### config.mk
export PLATFORM = sky130hd
export DESIGN_NAME = nec_ir_frame_transmitter
export DESIGN_NICKNAME = d
export VERILOG_FILES = /design/src/hw/rtl/nec_tx_pkg.sv /design/src/hw/rtl/nec_ir_frame_transmitter.sv
export SDC_FILE = /design/constraint.sdc
export NUM_CORES = 1
export LEC_CHECK = 0
export BUFFER_PORTS_ARGS = -buffer_cell sky130_fd_sc_hd__buf_2
export CORE_MARGIN = 2
export CORE_UTILIZATION = 45
export DETAILED_ROUTE_END_ITERATION = 8
export PLACE_DENSITY = 0.64
export SLEW_MARGIN = 10
export SYNTH_ARGS = -nofsm -noshare
export SYNTH_HDL_FRONTEND = slang
export SYNTH_SLANG_ARGS = --single-unit
### constraint.sdc
create_clock -name aclk -period 7.4 [get_ports aclk]
set_input_delay 0.74 -clock aclk [delete_from_list [all_inputs] [get_ports aclk]]
set_output_delay 0.74 -clock aclk [all_outputs]
set_load 0.01 [all_outputs]
### src/hw/rtl/nec_tx_pkg.sv
// Shared types and constants for the NEC infrared frame transmitter.
`timescale 1ns / 1ps
`default_nettype none

package nec_tx_pkg;

    // Width of the configuration write data; the widest register is a duration.
    localparam int unsigned CFG_DATA_W = 10;
    localparam int unsigned CFG_IDX_W  = 3;
    localparam int unsigned DUR_W      = 10;

    // Configuration register indexes.
    localparam logic [CFG_IDX_W-1:0] REG_ADDR_LOW     = 3'd0;
    localparam logic [CFG_IDX_W-1:0] REG_ADDR_HIGH    = 3'd1;
    localparam logic [CFG_IDX_W-1:0] REG_LEAD_MARK    = 3'd2;
    localparam logic [CFG_IDX_W-1:0] REG_LEAD_SPACE   = 3'd3;
    localparam logic [CFG_IDX_W-1:0] REG_BIT_MARK     = 3'd4;
    localparam logic [CFG_IDX_W-1:0] REG_ONE_SPACE    = 3'd5;
    localparam logic [CFG_IDX_W-1:0] REG_ZERO_SPACE   = 3'd6;

    // Reset values of the registers.
    localparam logic [7:0]       RST_ADDR_LOW   = 8'd3;
    localparam logic [7:0]       RST_ADDR_HIGH  = 8'd252;
    localparam logic [DUR_W-1:0] RST_LEAD_MARK  = 10'd346;
    localparam logic [DUR_W-1:0] RST_LEAD_SPACE = 10'd173;
    localparam logic [DUR_W-1:0] RST_BIT_MARK   = 10'd21;
    localparam logic [DUR_W-1:0] RST_ONE_SPACE  = 10'd64;
    localparam logic [DUR_W-1:0] RST_ZERO_SPACE = 10'd21;

    // Input item codes.
    localparam logic CMD_TICK = 1'b0;
    localparam logic CMD_SEND = 1'b1;

    typedef struct packed {
        logic       cmd;
        logic [7:0] command_byte;
    } nec_tx_in_t;

    typedef struct packed {
        logic ir_level;
        logic busy_res;
        logic frame_done;
        logic rejected;
    } nec_tx_out_t;

endpackage

`default_nettype wire

### src/hw/rtl/nec_ir_frame_transmitter.sv
// NEC infrared frame transmitter: frame sequencer, configuration registers and result register.
`timescale 1ns / 1ps
`default_nettype none

// Tick-driven NEC transmitter. Each input beat is either a tick (cmd 0) or a send request
// (cmd 1) and produces exactly one result beat. A send while idle latches address and
// command and starts the frame; a send while a frame is running is flagged as rejected.
// Ticks play out leader mark, leader space, 32 bits LSB first and a stop burst, toggling
// ir_level on every tick of a mark. The block takes one beat per clock cycle: the frame
// sequencer updates its state in the accepting cycle and the result appears from the
// output register in the next cycle; it stalls only while that register is held by m_ready.
// Durations are in ticks; 0 acts as 1, and values beyond the tick counter saturate.
module nec_ir_frame_transmitter
    import nec_tx_pkg::*;
#(
    parameter int unsigned TICK_COUNT_WIDTH = 10
) (
    input  wire logic                  aclk,
    input  wire logic                  aresetn,
    input  wire logic                  s_valid,
    output logic                       s_ready,
    input  wire nec_tx_in_t            s_data,
    output logic                       m_valid,
    input  wire logic                  m_ready,
    output nec_tx_out_t                m_data,
    input  wire logic                  cfg_we,
    input  wire logic [CFG_IDX_W-1:0]  cfg_index,
    input  wire logic [CFG_DATA_W-1:0] cfg_data
);

    localparam int unsigned TW    = TICK_COUNT_WIDTH;
    localparam int unsigned CMP_W = (TW > DUR_W) ? TW : DUR_W;
    localparam logic [CMP_W-1:0] COUNT_MAX = CMP_W'((64'd1 << TW) - 64'd1);

    typedef enum logic [2:0] {
        PH_IDLE,
        PH_LEAD_MARK,
        PH_LEAD_SPACE,
        PH_BIT_MARK,
        PH_BIT_SPACE,
        PH_STOP_MARK
    } phase_t;

    logic [7:0]       addr_low_reg;
    logic [7:0]       addr_high_reg;
    logic [DUR_W-1:0] lead_mark_reg;
    logic [DUR_W-1:0] lead_space_reg;
    logic [DUR_W-1:0] bit_mark_reg;
    logic [DUR_W-1:0] one_space_reg;
    logic [DUR_W-1:0] zero_space_reg;

    phase_t      phase_reg,    phase_next;
    logic [TW-1:0] tick_reg,   tick_next;
    logic [4:0]  bit_idx_reg,  bit_idx_next;
    logic [31:0] shift_reg,    shift_next;
    logic        carrier_reg,  carrier_next;

    logic        m_valid_reg;
    nec_tx_out_t m_data_reg;
    nec_tx_out_t res_next;

    logic             accept;
    logic [TW-1:0]    tick_inc;
    logic [DUR_W-1:0] dur_raw;
    logic [CMP_W-1:0] dur_len;
    logic             is_mark;

    assign s_ready = !m_valid_reg || m_ready;
    assign accept  = s_valid && s_ready;
    assign m_valid = m_valid_reg;
    assign m_data  = m_data_reg;

    // Duration of the current phase, with zero and oversize values clamped.
    always_comb begin
        unique case (phase_reg)
            PH_LEAD_MARK:  dur_raw = lead_mark_reg;
            PH_LEAD_SPACE: dur_raw = lead_space_reg;
            PH_BIT_SPACE:  dur_raw = shift_reg[0] ? one_space_reg : zero_space_reg;
            default:       dur_raw = bit_mark_reg;
        endcase
        dur_len = CMP_W'(dur_raw);
        if (dur_raw == '0) begin
            dur_len = CMP_W'(1);
        end else if (dur_len > COUNT_MAX) begin
            dur_len = COUNT_MAX;
        end
    end

    assign is_mark  = (phase_reg == PH_LEAD_MARK) || (phase_reg == PH_BIT_MARK)
                   || (phase_reg == PH_STOP_MARK);
    assign tick_inc = (tick_reg == '1) ? tick_reg : tick_reg + TW'(1);

    always_comb begin
        phase_next   = phase_reg;
        tick_next    = tick_reg;
        bit_idx_next = bit_idx_reg;
        shift_next   = shift_reg;
        carrier_next = carrier_reg;
        res_next     = '0;

        if (s_data.cmd == CMD_SEND) begin
            if (phase_reg != PH_IDLE) begin
                res_next.rejected = 1'b1;
            end else begin
                shift_next   = {~s_data.command_byte, s_data.command_byte,
                                addr_high_reg, addr_low_reg};
                phase_next   = PH_LEAD_MARK;
                tick_next    = '0;
                bit_idx_next = '0;
            end
        end else if (phase_reg == PH_IDLE) begin
            carrier_next = 1'b0;
        end else begin
            carrier_next = is_mark ? !carrier_reg : 1'b0;
            tick_next    = tick_inc;
            if (CMP_W'(tick_inc) >= dur_len) begin
                tick_next = '0;
                unique case (phase_reg)
                    PH_LEAD_MARK:  phase_next = PH_LEAD_SPACE;
                    PH_LEAD_SPACE: phase_next = PH_BIT_MARK;
                    PH_BIT_MARK:   phase_next = PH_BIT_SPACE;
                    PH_BIT_SPACE: begin
                        shift_next = {1'b0, shift_reg[31:1]};
                        if (bit_idx_reg == 5'd31) begin
                            bit_idx_next = '0;
                            phase_next   = PH_STOP_MARK;
                        end else begin
                            bit_idx_next = bit_idx_reg + 5'd1;
                            phase_next   = PH_BIT_MARK;
                        end
                    end
                    default: begin
                        phase_next          = PH_IDLE;
                        res_next.frame_done = 1'b1;
                    end
                endcase
            end
        end

        res_next.ir_level = carrier_next;
        res_next.busy_res = (phase_next != PH_IDLE);
    end

    always_ff @(posedge aclk) begin
        if (!aresetn) begin
            addr_low_reg   <= RST_ADDR_LOW;
            addr_high_reg  <= RST_ADDR_HIGH;
            lead_mark_reg  <= RST_LEAD_MARK;
            lead_space_reg <= RST_LEAD_SPACE;
            bit_mark_reg   <= RST_BIT_MARK;
            one_space_reg  <= RST_ONE_SPACE;
            zero_space_reg <= RST_ZERO_SPACE;
        end else if (cfg_we) begin
            unique case (cfg_index)
                REG_ADDR_LOW:   addr_low_reg   <= cfg_data[7:0];
                REG_ADDR_HIGH:  addr_high_reg  <= cfg_data[7:0];
                REG_LEAD_MARK:  lead_mark_reg  <= cfg_data[DUR_W-1:0];
                REG_LEAD_SPACE: lead_space_reg <= cfg_data[DUR_W-1:0];
                REG_BIT_MARK:   bit_mark_reg   <= cfg_data[DUR_W-1:0];
                REG_ONE_SPACE:  one_space_reg  <= cfg_data[DUR_W-1:0];
                REG_ZERO_SPACE: zero_space_reg <= cfg_data[DUR_W-1:0];
                default: ;
            endcase
        end
    end

    always_ff @(posedge aclk) begin
        if (!aresetn) begin
            phase_reg   <= PH_IDLE;
            tick_reg    <= '0;
            bit_idx_reg <= '0;
            shift_reg   <= '0;
            carrier_reg <= 1'b0;
            m_valid_reg <= 1'b0;
        end else begin
            if (accept) begin
                phase_reg   <= phase_next;
                tick_reg    <= tick_next;
                bit_idx_reg <= bit_idx_next;
                shift_reg   <= shift_next;
                carrier_reg <= carrier_next;
                m_valid_reg <= 1'b1;
            end else if (m_ready) begin
                m_valid_reg <= 1'b0;
            end
        end
    end

    always_ff @(posedge aclk) begin
        if (accept) begin
            m_data_reg <= res_next;
        end
    end

    // A finished frame is never reported as still running.
    a_done_not_busy: assert property (@(posedge aclk) disable iff (!aresetn)
        m_valid |-> !(m_data.frame_done && m_data.busy_res))
        else $error("frame_done seen with busy_res set");

    // A rejected send only happens during a running frame.
    a_reject_busy: assert property (@(posedge aclk) disable iff (!aresetn)
        (m_valid && m_data.rejected) |-> m_data.busy_res)
        else $error("rejected beat without a running frame");

    // Only a send request can be rejected.
    a_reject_send: assert property (@(posedge aclk) disable iff (!aresetn)
        accept && res_next.rejected |-> s_data.cmd == CMD_SEND)
        else $error("tick beat flagged as rejected");

    // The tick and bit counters are parked at zero whenever no frame is running.
    a_idle_count: assert property (@(posedge aclk) disable iff (!aresetn)
        phase_reg == PH_IDLE |-> (tick_reg == '0) && (bit_idx_reg == '0))
        else $error("tick or bit counter not cleared while idle");

    // A stalled result stays put until it is taken.
    a_hold: assert property (@(posedge aclk) disable iff (!aresetn)
        (m_valid && !m_ready) |=> m_valid && $stable(m_data))
        else $error("result register changed while stalled");

endmodule

`default_nettype wire
# Yosys cells after proc, flatten, opt, wreduce, memory -nomap -nowiden
# Index checks and enable logic that the tools add are counted.
# word_totals
reg_bits	122
latchBits	0
ram_bits	0
mem_bits_ro	0
in_bits	27
out_inout_bits	6
wordCells	96
n_memories	0
# classes
add_sub_neg	2
multipliers	0
n_div	0
order_cmp	2
eq_ne	15
shifts	0
mux	33
bitwise_logic	2
reduce_logical	25
# op_table
cell	count
$mux W32	5
$mux W10	8
$mux W5	6
$pmux W10 S3	1
$eq A3 B3 Y1 const B	5
$mux W3	5
$reduce_and A2 Y1	7
$eq A3 B2 Y1 const B	4
$pmux W3 S4	1
$add A10 B1 Y10 const B	1
$eq A10 B10 Y1 const B	1
$ge A10 B10 Y1	1
$gt A10 B10 Y1 const B	1
$logic_not A10 Y1	1
$not A8 Y8	1
$mux W1	7
$eq A3 B1 Y1 const B	2
$logic_not A3 Y1	2
$reduce_bool A2 Y1	3
$reduce_bool A3 Y1	2
$add A5 B1 Y5 const B	1
$eq A5 B5 Y1 const B	1
$reduce_and A5 Y1	1
$ne A2 B2 Y1 const B	2
7 further kinds	10

# Longest topological paths before layout
# logic_depth
ltp_word	10
depth_mapped	16
ltp_nobuf	13

# Least setup slack after synthesis
# Ideal clock, no wire load.
# synth_path
path_type	register to register
from	register tick_reg[0]
to	register shift_reg[26]
setup_time_ps	132
arrival_ps	2948
required_ps	7268
slack_ps	4319
path_stages_with_launch	16
path_buffers	2
synth_period_minus_slack_ps	3081
path_cell_list	dfxtp_1 -> ha_1 -> and2_1 -> nand3_1 -> nand2b_1 -> nor3_1 -> or2_2 -> ha_1 -> a211o_1 -> a21oi_2 -> o31ai_4 -> o31a_1 -> buf_4 -> buf_6 -> o211ai_1 -> a21oi_1
# synth_between
elab_chain_cells	5
word_cells_on_any_way	6
cone_classes	add/sub: 1; order compare: 1; eq/ne: 1; mux: 1; reduce/logical: 2
# synth_lines
item	line_no	rtl
start: declaration	nec_ir_frame_transmitter.sv:53	logic [TW-1:0] tick_reg, tick_next;
start signal: assignment	nec_ir_frame_transmitter.sv:178	tick_reg <= tick_next;
$add A10 B1 Y10 / $eq A10 B10 Y1 (equally long branches)	nec_ir_frame_transmitter.sv:91	assign tick_inc = (tick_reg == '1) ? tick_reg : tick_reg + TW'(1);
$mux W10 *	nec_ir_frame_transmitter.sv:91	
$ge A10 B10 Y1 *	nec_ir_frame_transmitter.sv:116	if (CMP_W'(tick_inc) >= dur_len) begin
$reduce_bool A2 Y1 (no line) *	-	
$reduce_and A5 Y1 (no line) *	-	
end signal: assignment	nec_ir_frame_transmitter.sv:180	shift_reg <= shift_next;
end: declaration	nec_ir_frame_transmitter.sv:55	logic [31:0] shift_reg, shift_next;
# Mark *: on every way between the ends. The rest lies on a longest branch, timed or not.
# A chain may end at the register's enable or synchronous reset.

# Worst setup path in the final report
# layout_path
from	register shift_reg[0]
to	register bit_idx_reg[2]
# layout_between
elab_chain_cells	8
word_cells_on_any_way	9
cone_classes	order compare: 2; mux: 4; reduce/logical: 3
# layout_lines
item	line_no	rtl
$mux W10 *	nec_ir_frame_transmitter.sv:78	PH_BIT_SPACE: dur_raw = shift_reg[0] ? one_space_reg : zero_space_reg;
$pmux W10 S3 *	nec_ir_frame_transmitter.sv:75	unique case (phase_reg)
$gt A10 B10 Y1	nec_ir_frame_transmitter.sv:84	end else if (dur_len > COUNT_MAX) begin
$mux W10	nec_ir_frame_transmitter.sv:84	
$mux W10 *	nec_ir_frame_transmitter.sv:82	if (dur_raw == '0) begin
$ge A10 B10 Y1 *	nec_ir_frame_transmitter.sv:116	
$reduce_bool A2 Y1 (no line) *	-	
$reduce_and A5 Y1 (no line) *	-	
end signal: assignment	nec_ir_frame_transmitter.sv:179	bit_idx_reg <= bit_idx_next;
end: declaration	nec_ir_frame_transmitter.sv:54	logic [4:0] bit_idx_reg, bit_idx_next;
# Marked as above.

==> metrics.cfg <==
[cts]
ctsHoldBuffers=0
clk_pin_slew_ns=0.05
clock_latency_ns=0.42
cts-buffers-inserted=17
htree_levels=4
clock_sinks=122
cts_tree=built
cts-resized-gates=0
clockBufferDepth=2
cts_root_buf=clkbuf_16
postCtsSetupBuffers=0

[sta]
finalHoldViolations=0
skew_ns=0.00834
worst_slack_ns=3.50
setup_violations=0
fmax_ghz=0.256
tightest_slew_ns=0.938
setup_tns_ns=0
report.final.slew_viol_count=0
max_slew_margin=0.371
fin_crit_sh=0.528
rsz0062_at_grt=false
min_period_ns=3.90
holdWs_ns=0.451

[logic_synthesis]
mappedNetlistNets=728
syn_area_um2=5770
netlist_instances=688
synth-seq-area-share=0.430
synth_cell_types=64
synth_edf_count=4
syn-mean-instance-area_um2=8.39
yosys_warnings=0
synth-main-ff-cell=dfxtp_1
async_flop_share=0
ys_ff_latch=122

[global_routing]
grt_pass1_vias=4555
grt_pass1_wl_um=22700
grtUsageTotal=0.215
antenna_found_initial=0
grt_overflow=0
grt_max_degree=61

[setup_path]
worst-endpoint-arrival_ns=4.25
crit_slowest_cell=o31ai_2
r2r_slack_ns=3.50
cp_max_fo=15
slowest_delay_ns=0.77
path_common_cell=a21oi_1
timing.rr.end=bit_idx_reg[2]
worstPathCellList=mux2_2 -> a222oi_1 -> nand3_1 -> o31ai_1 -> ha_1 -> nand2b_1 -> a21oi_1 -> o31ai_4 -> o31ai_2 -> o21ai_0 -> a21oi_1
startpoint=shift_reg[0]
worstPathRequired_ns=7.74
r2r_start=shift_reg[0]
end_kind=flip-flop
path_class=flip-flop to flip-flop
reg2reg_depth=11
cp-start-kind=flip-flop
critical_path.endpoint=bit_idx_reg[2]
cp_top_family=compound AO/OA/AOI/OAI gates
critical_path_depth=11
crit_buf_inv=0

[worst_hold_path]
min_path_type=flip-flop to flip-flop

[die]
die-area_um2=13700
initial_core_util=0.459
io_pins=33
die_w_um=117
row_count=41
dieHeight_um=117
core-area_um2=12600

[placement]
hpwl_um=9120
port_buffers=32
place_inst=859
gp_congestion=0.863
preCtsSetupSlack_ns=3.53

[cells_and_area]
final_util=0.521
largest_reg_flops=32
final_common_cell=nand2_1
layout.nets=746
antenna_cells=0
syn_to_final_growth_pct=13.5
mostFrequentLayoutCells=170 x nand2_1, 118 x dfxtp_1, 66 x a21oi_1, 49 x nor2_1, 37 x nand3_1
stdcell_count=890
layout-drive-gt1-share=0.148

[power]
ir_worst_vdd_mv=0.171
p_leak_nw=2.45
p_per_area_nw_per_um2=247

[routing]
route.detailed.wl_per_inst_um=15.2
drt_pass1_iterations=6
drtAntennaViolNets=0
num_vias=4929
drc=0
finalWirelength_um=13500
via_per_inst=5.54
drt-initial-drc-count=298

[job]
drv_cap=0

[status]
status=completed

[cell families after synthesis]
family                   after synthesis  share of synthesized area
buffers and inverters                 46                     0.0390
AND/OR/NAND/NOR                      318                      0.245
AO/OA/AOI/OAI                        154                      0.198
adder cells (fa/ha/maj)               13                     0.0282
flip-flops                           122                      0.430
multiplexers                          30                     0.0525
XOR/XNOR                               5                    0.00759
[tightest hold or removal path: stages (launching register included)]
cell,delay [ns]
dfxtp_1,0.30
nand2_1,0.05
a21oi_1,0.05
[through the flow]
step	instance area, um2	power, mW
2_1_floorplan	5770	0.812
3_3_place_gp	5990	0.847
3_5_place_dp	5990	0.851
4_1_cts	6550	1.63
5_1_grt	6550	1.68
6_report	6550	1.62
[routing by layer]
metal | up-vias | part of all wire | GRT usage
met5 | - | 0 | 0
met4 | 0 | 0.018 | 0.0894
met3 | 19 | 0.054 | 0.0484
met2 | 143 | 0.45 | 0.329
met1 | 2312 | 0.48 | 0.292
li1 | 2455 | - | -
[cell usage after synthesis (8+ instances only)]
master / count / area (um2)
nand2_1: 170 / 638
buf_2: 9 / 45.0
o211ai_1: 10 / 75.1
nand2b_1: 12 / 75.1
nor2b_1: 8 / 50.1
clkbuf_1: 22 / 82.6
dfxtp_1: 118 / 2360
mux2i_1: 28 / 280
nor2_1: 49 / 184
nand3_1: 37 / 185
nand4_1: 8 / 50.1
a21oi_1: 66 / 330
o21ai_0: 9 / 45.0
a211oi_2: 17 / 213
ha_1: 13 / 163
[final cells by class]
type,instances,area [um2]
Fill cell,1175,6020
Multi-Input combinational cell,520,3070
Inverter,8,30.0
Timing Repair Buffer,37,198
Tap cell,172,215
Clock buffer,25,495
Clock inverter,6,63.8
Sequential cell,122,2480
[where the power goes]
group          internal, mW  switching (mW)  total (mW)
sequential            0.683          0.0147       0.698
clock                 0.494           0.287       0.781
combinational        0.0498          0.0895       0.139
[worst min path at each step]
stage,end,start,depth (start not counted)
floorplan,shift_reg[24],shift_reg[24],2
global placement,shift_reg[28],shift_reg[28],2
detailed placement,one_space_reg[7],one_space_reg[7],2
CTS,shift_reg[30],shift_reg[30],2
global route,one_space_reg[7],one_space_reg[7],2
finish,shift_reg[30],shift_reg[30],2
(Power assumes the default switching activity.)
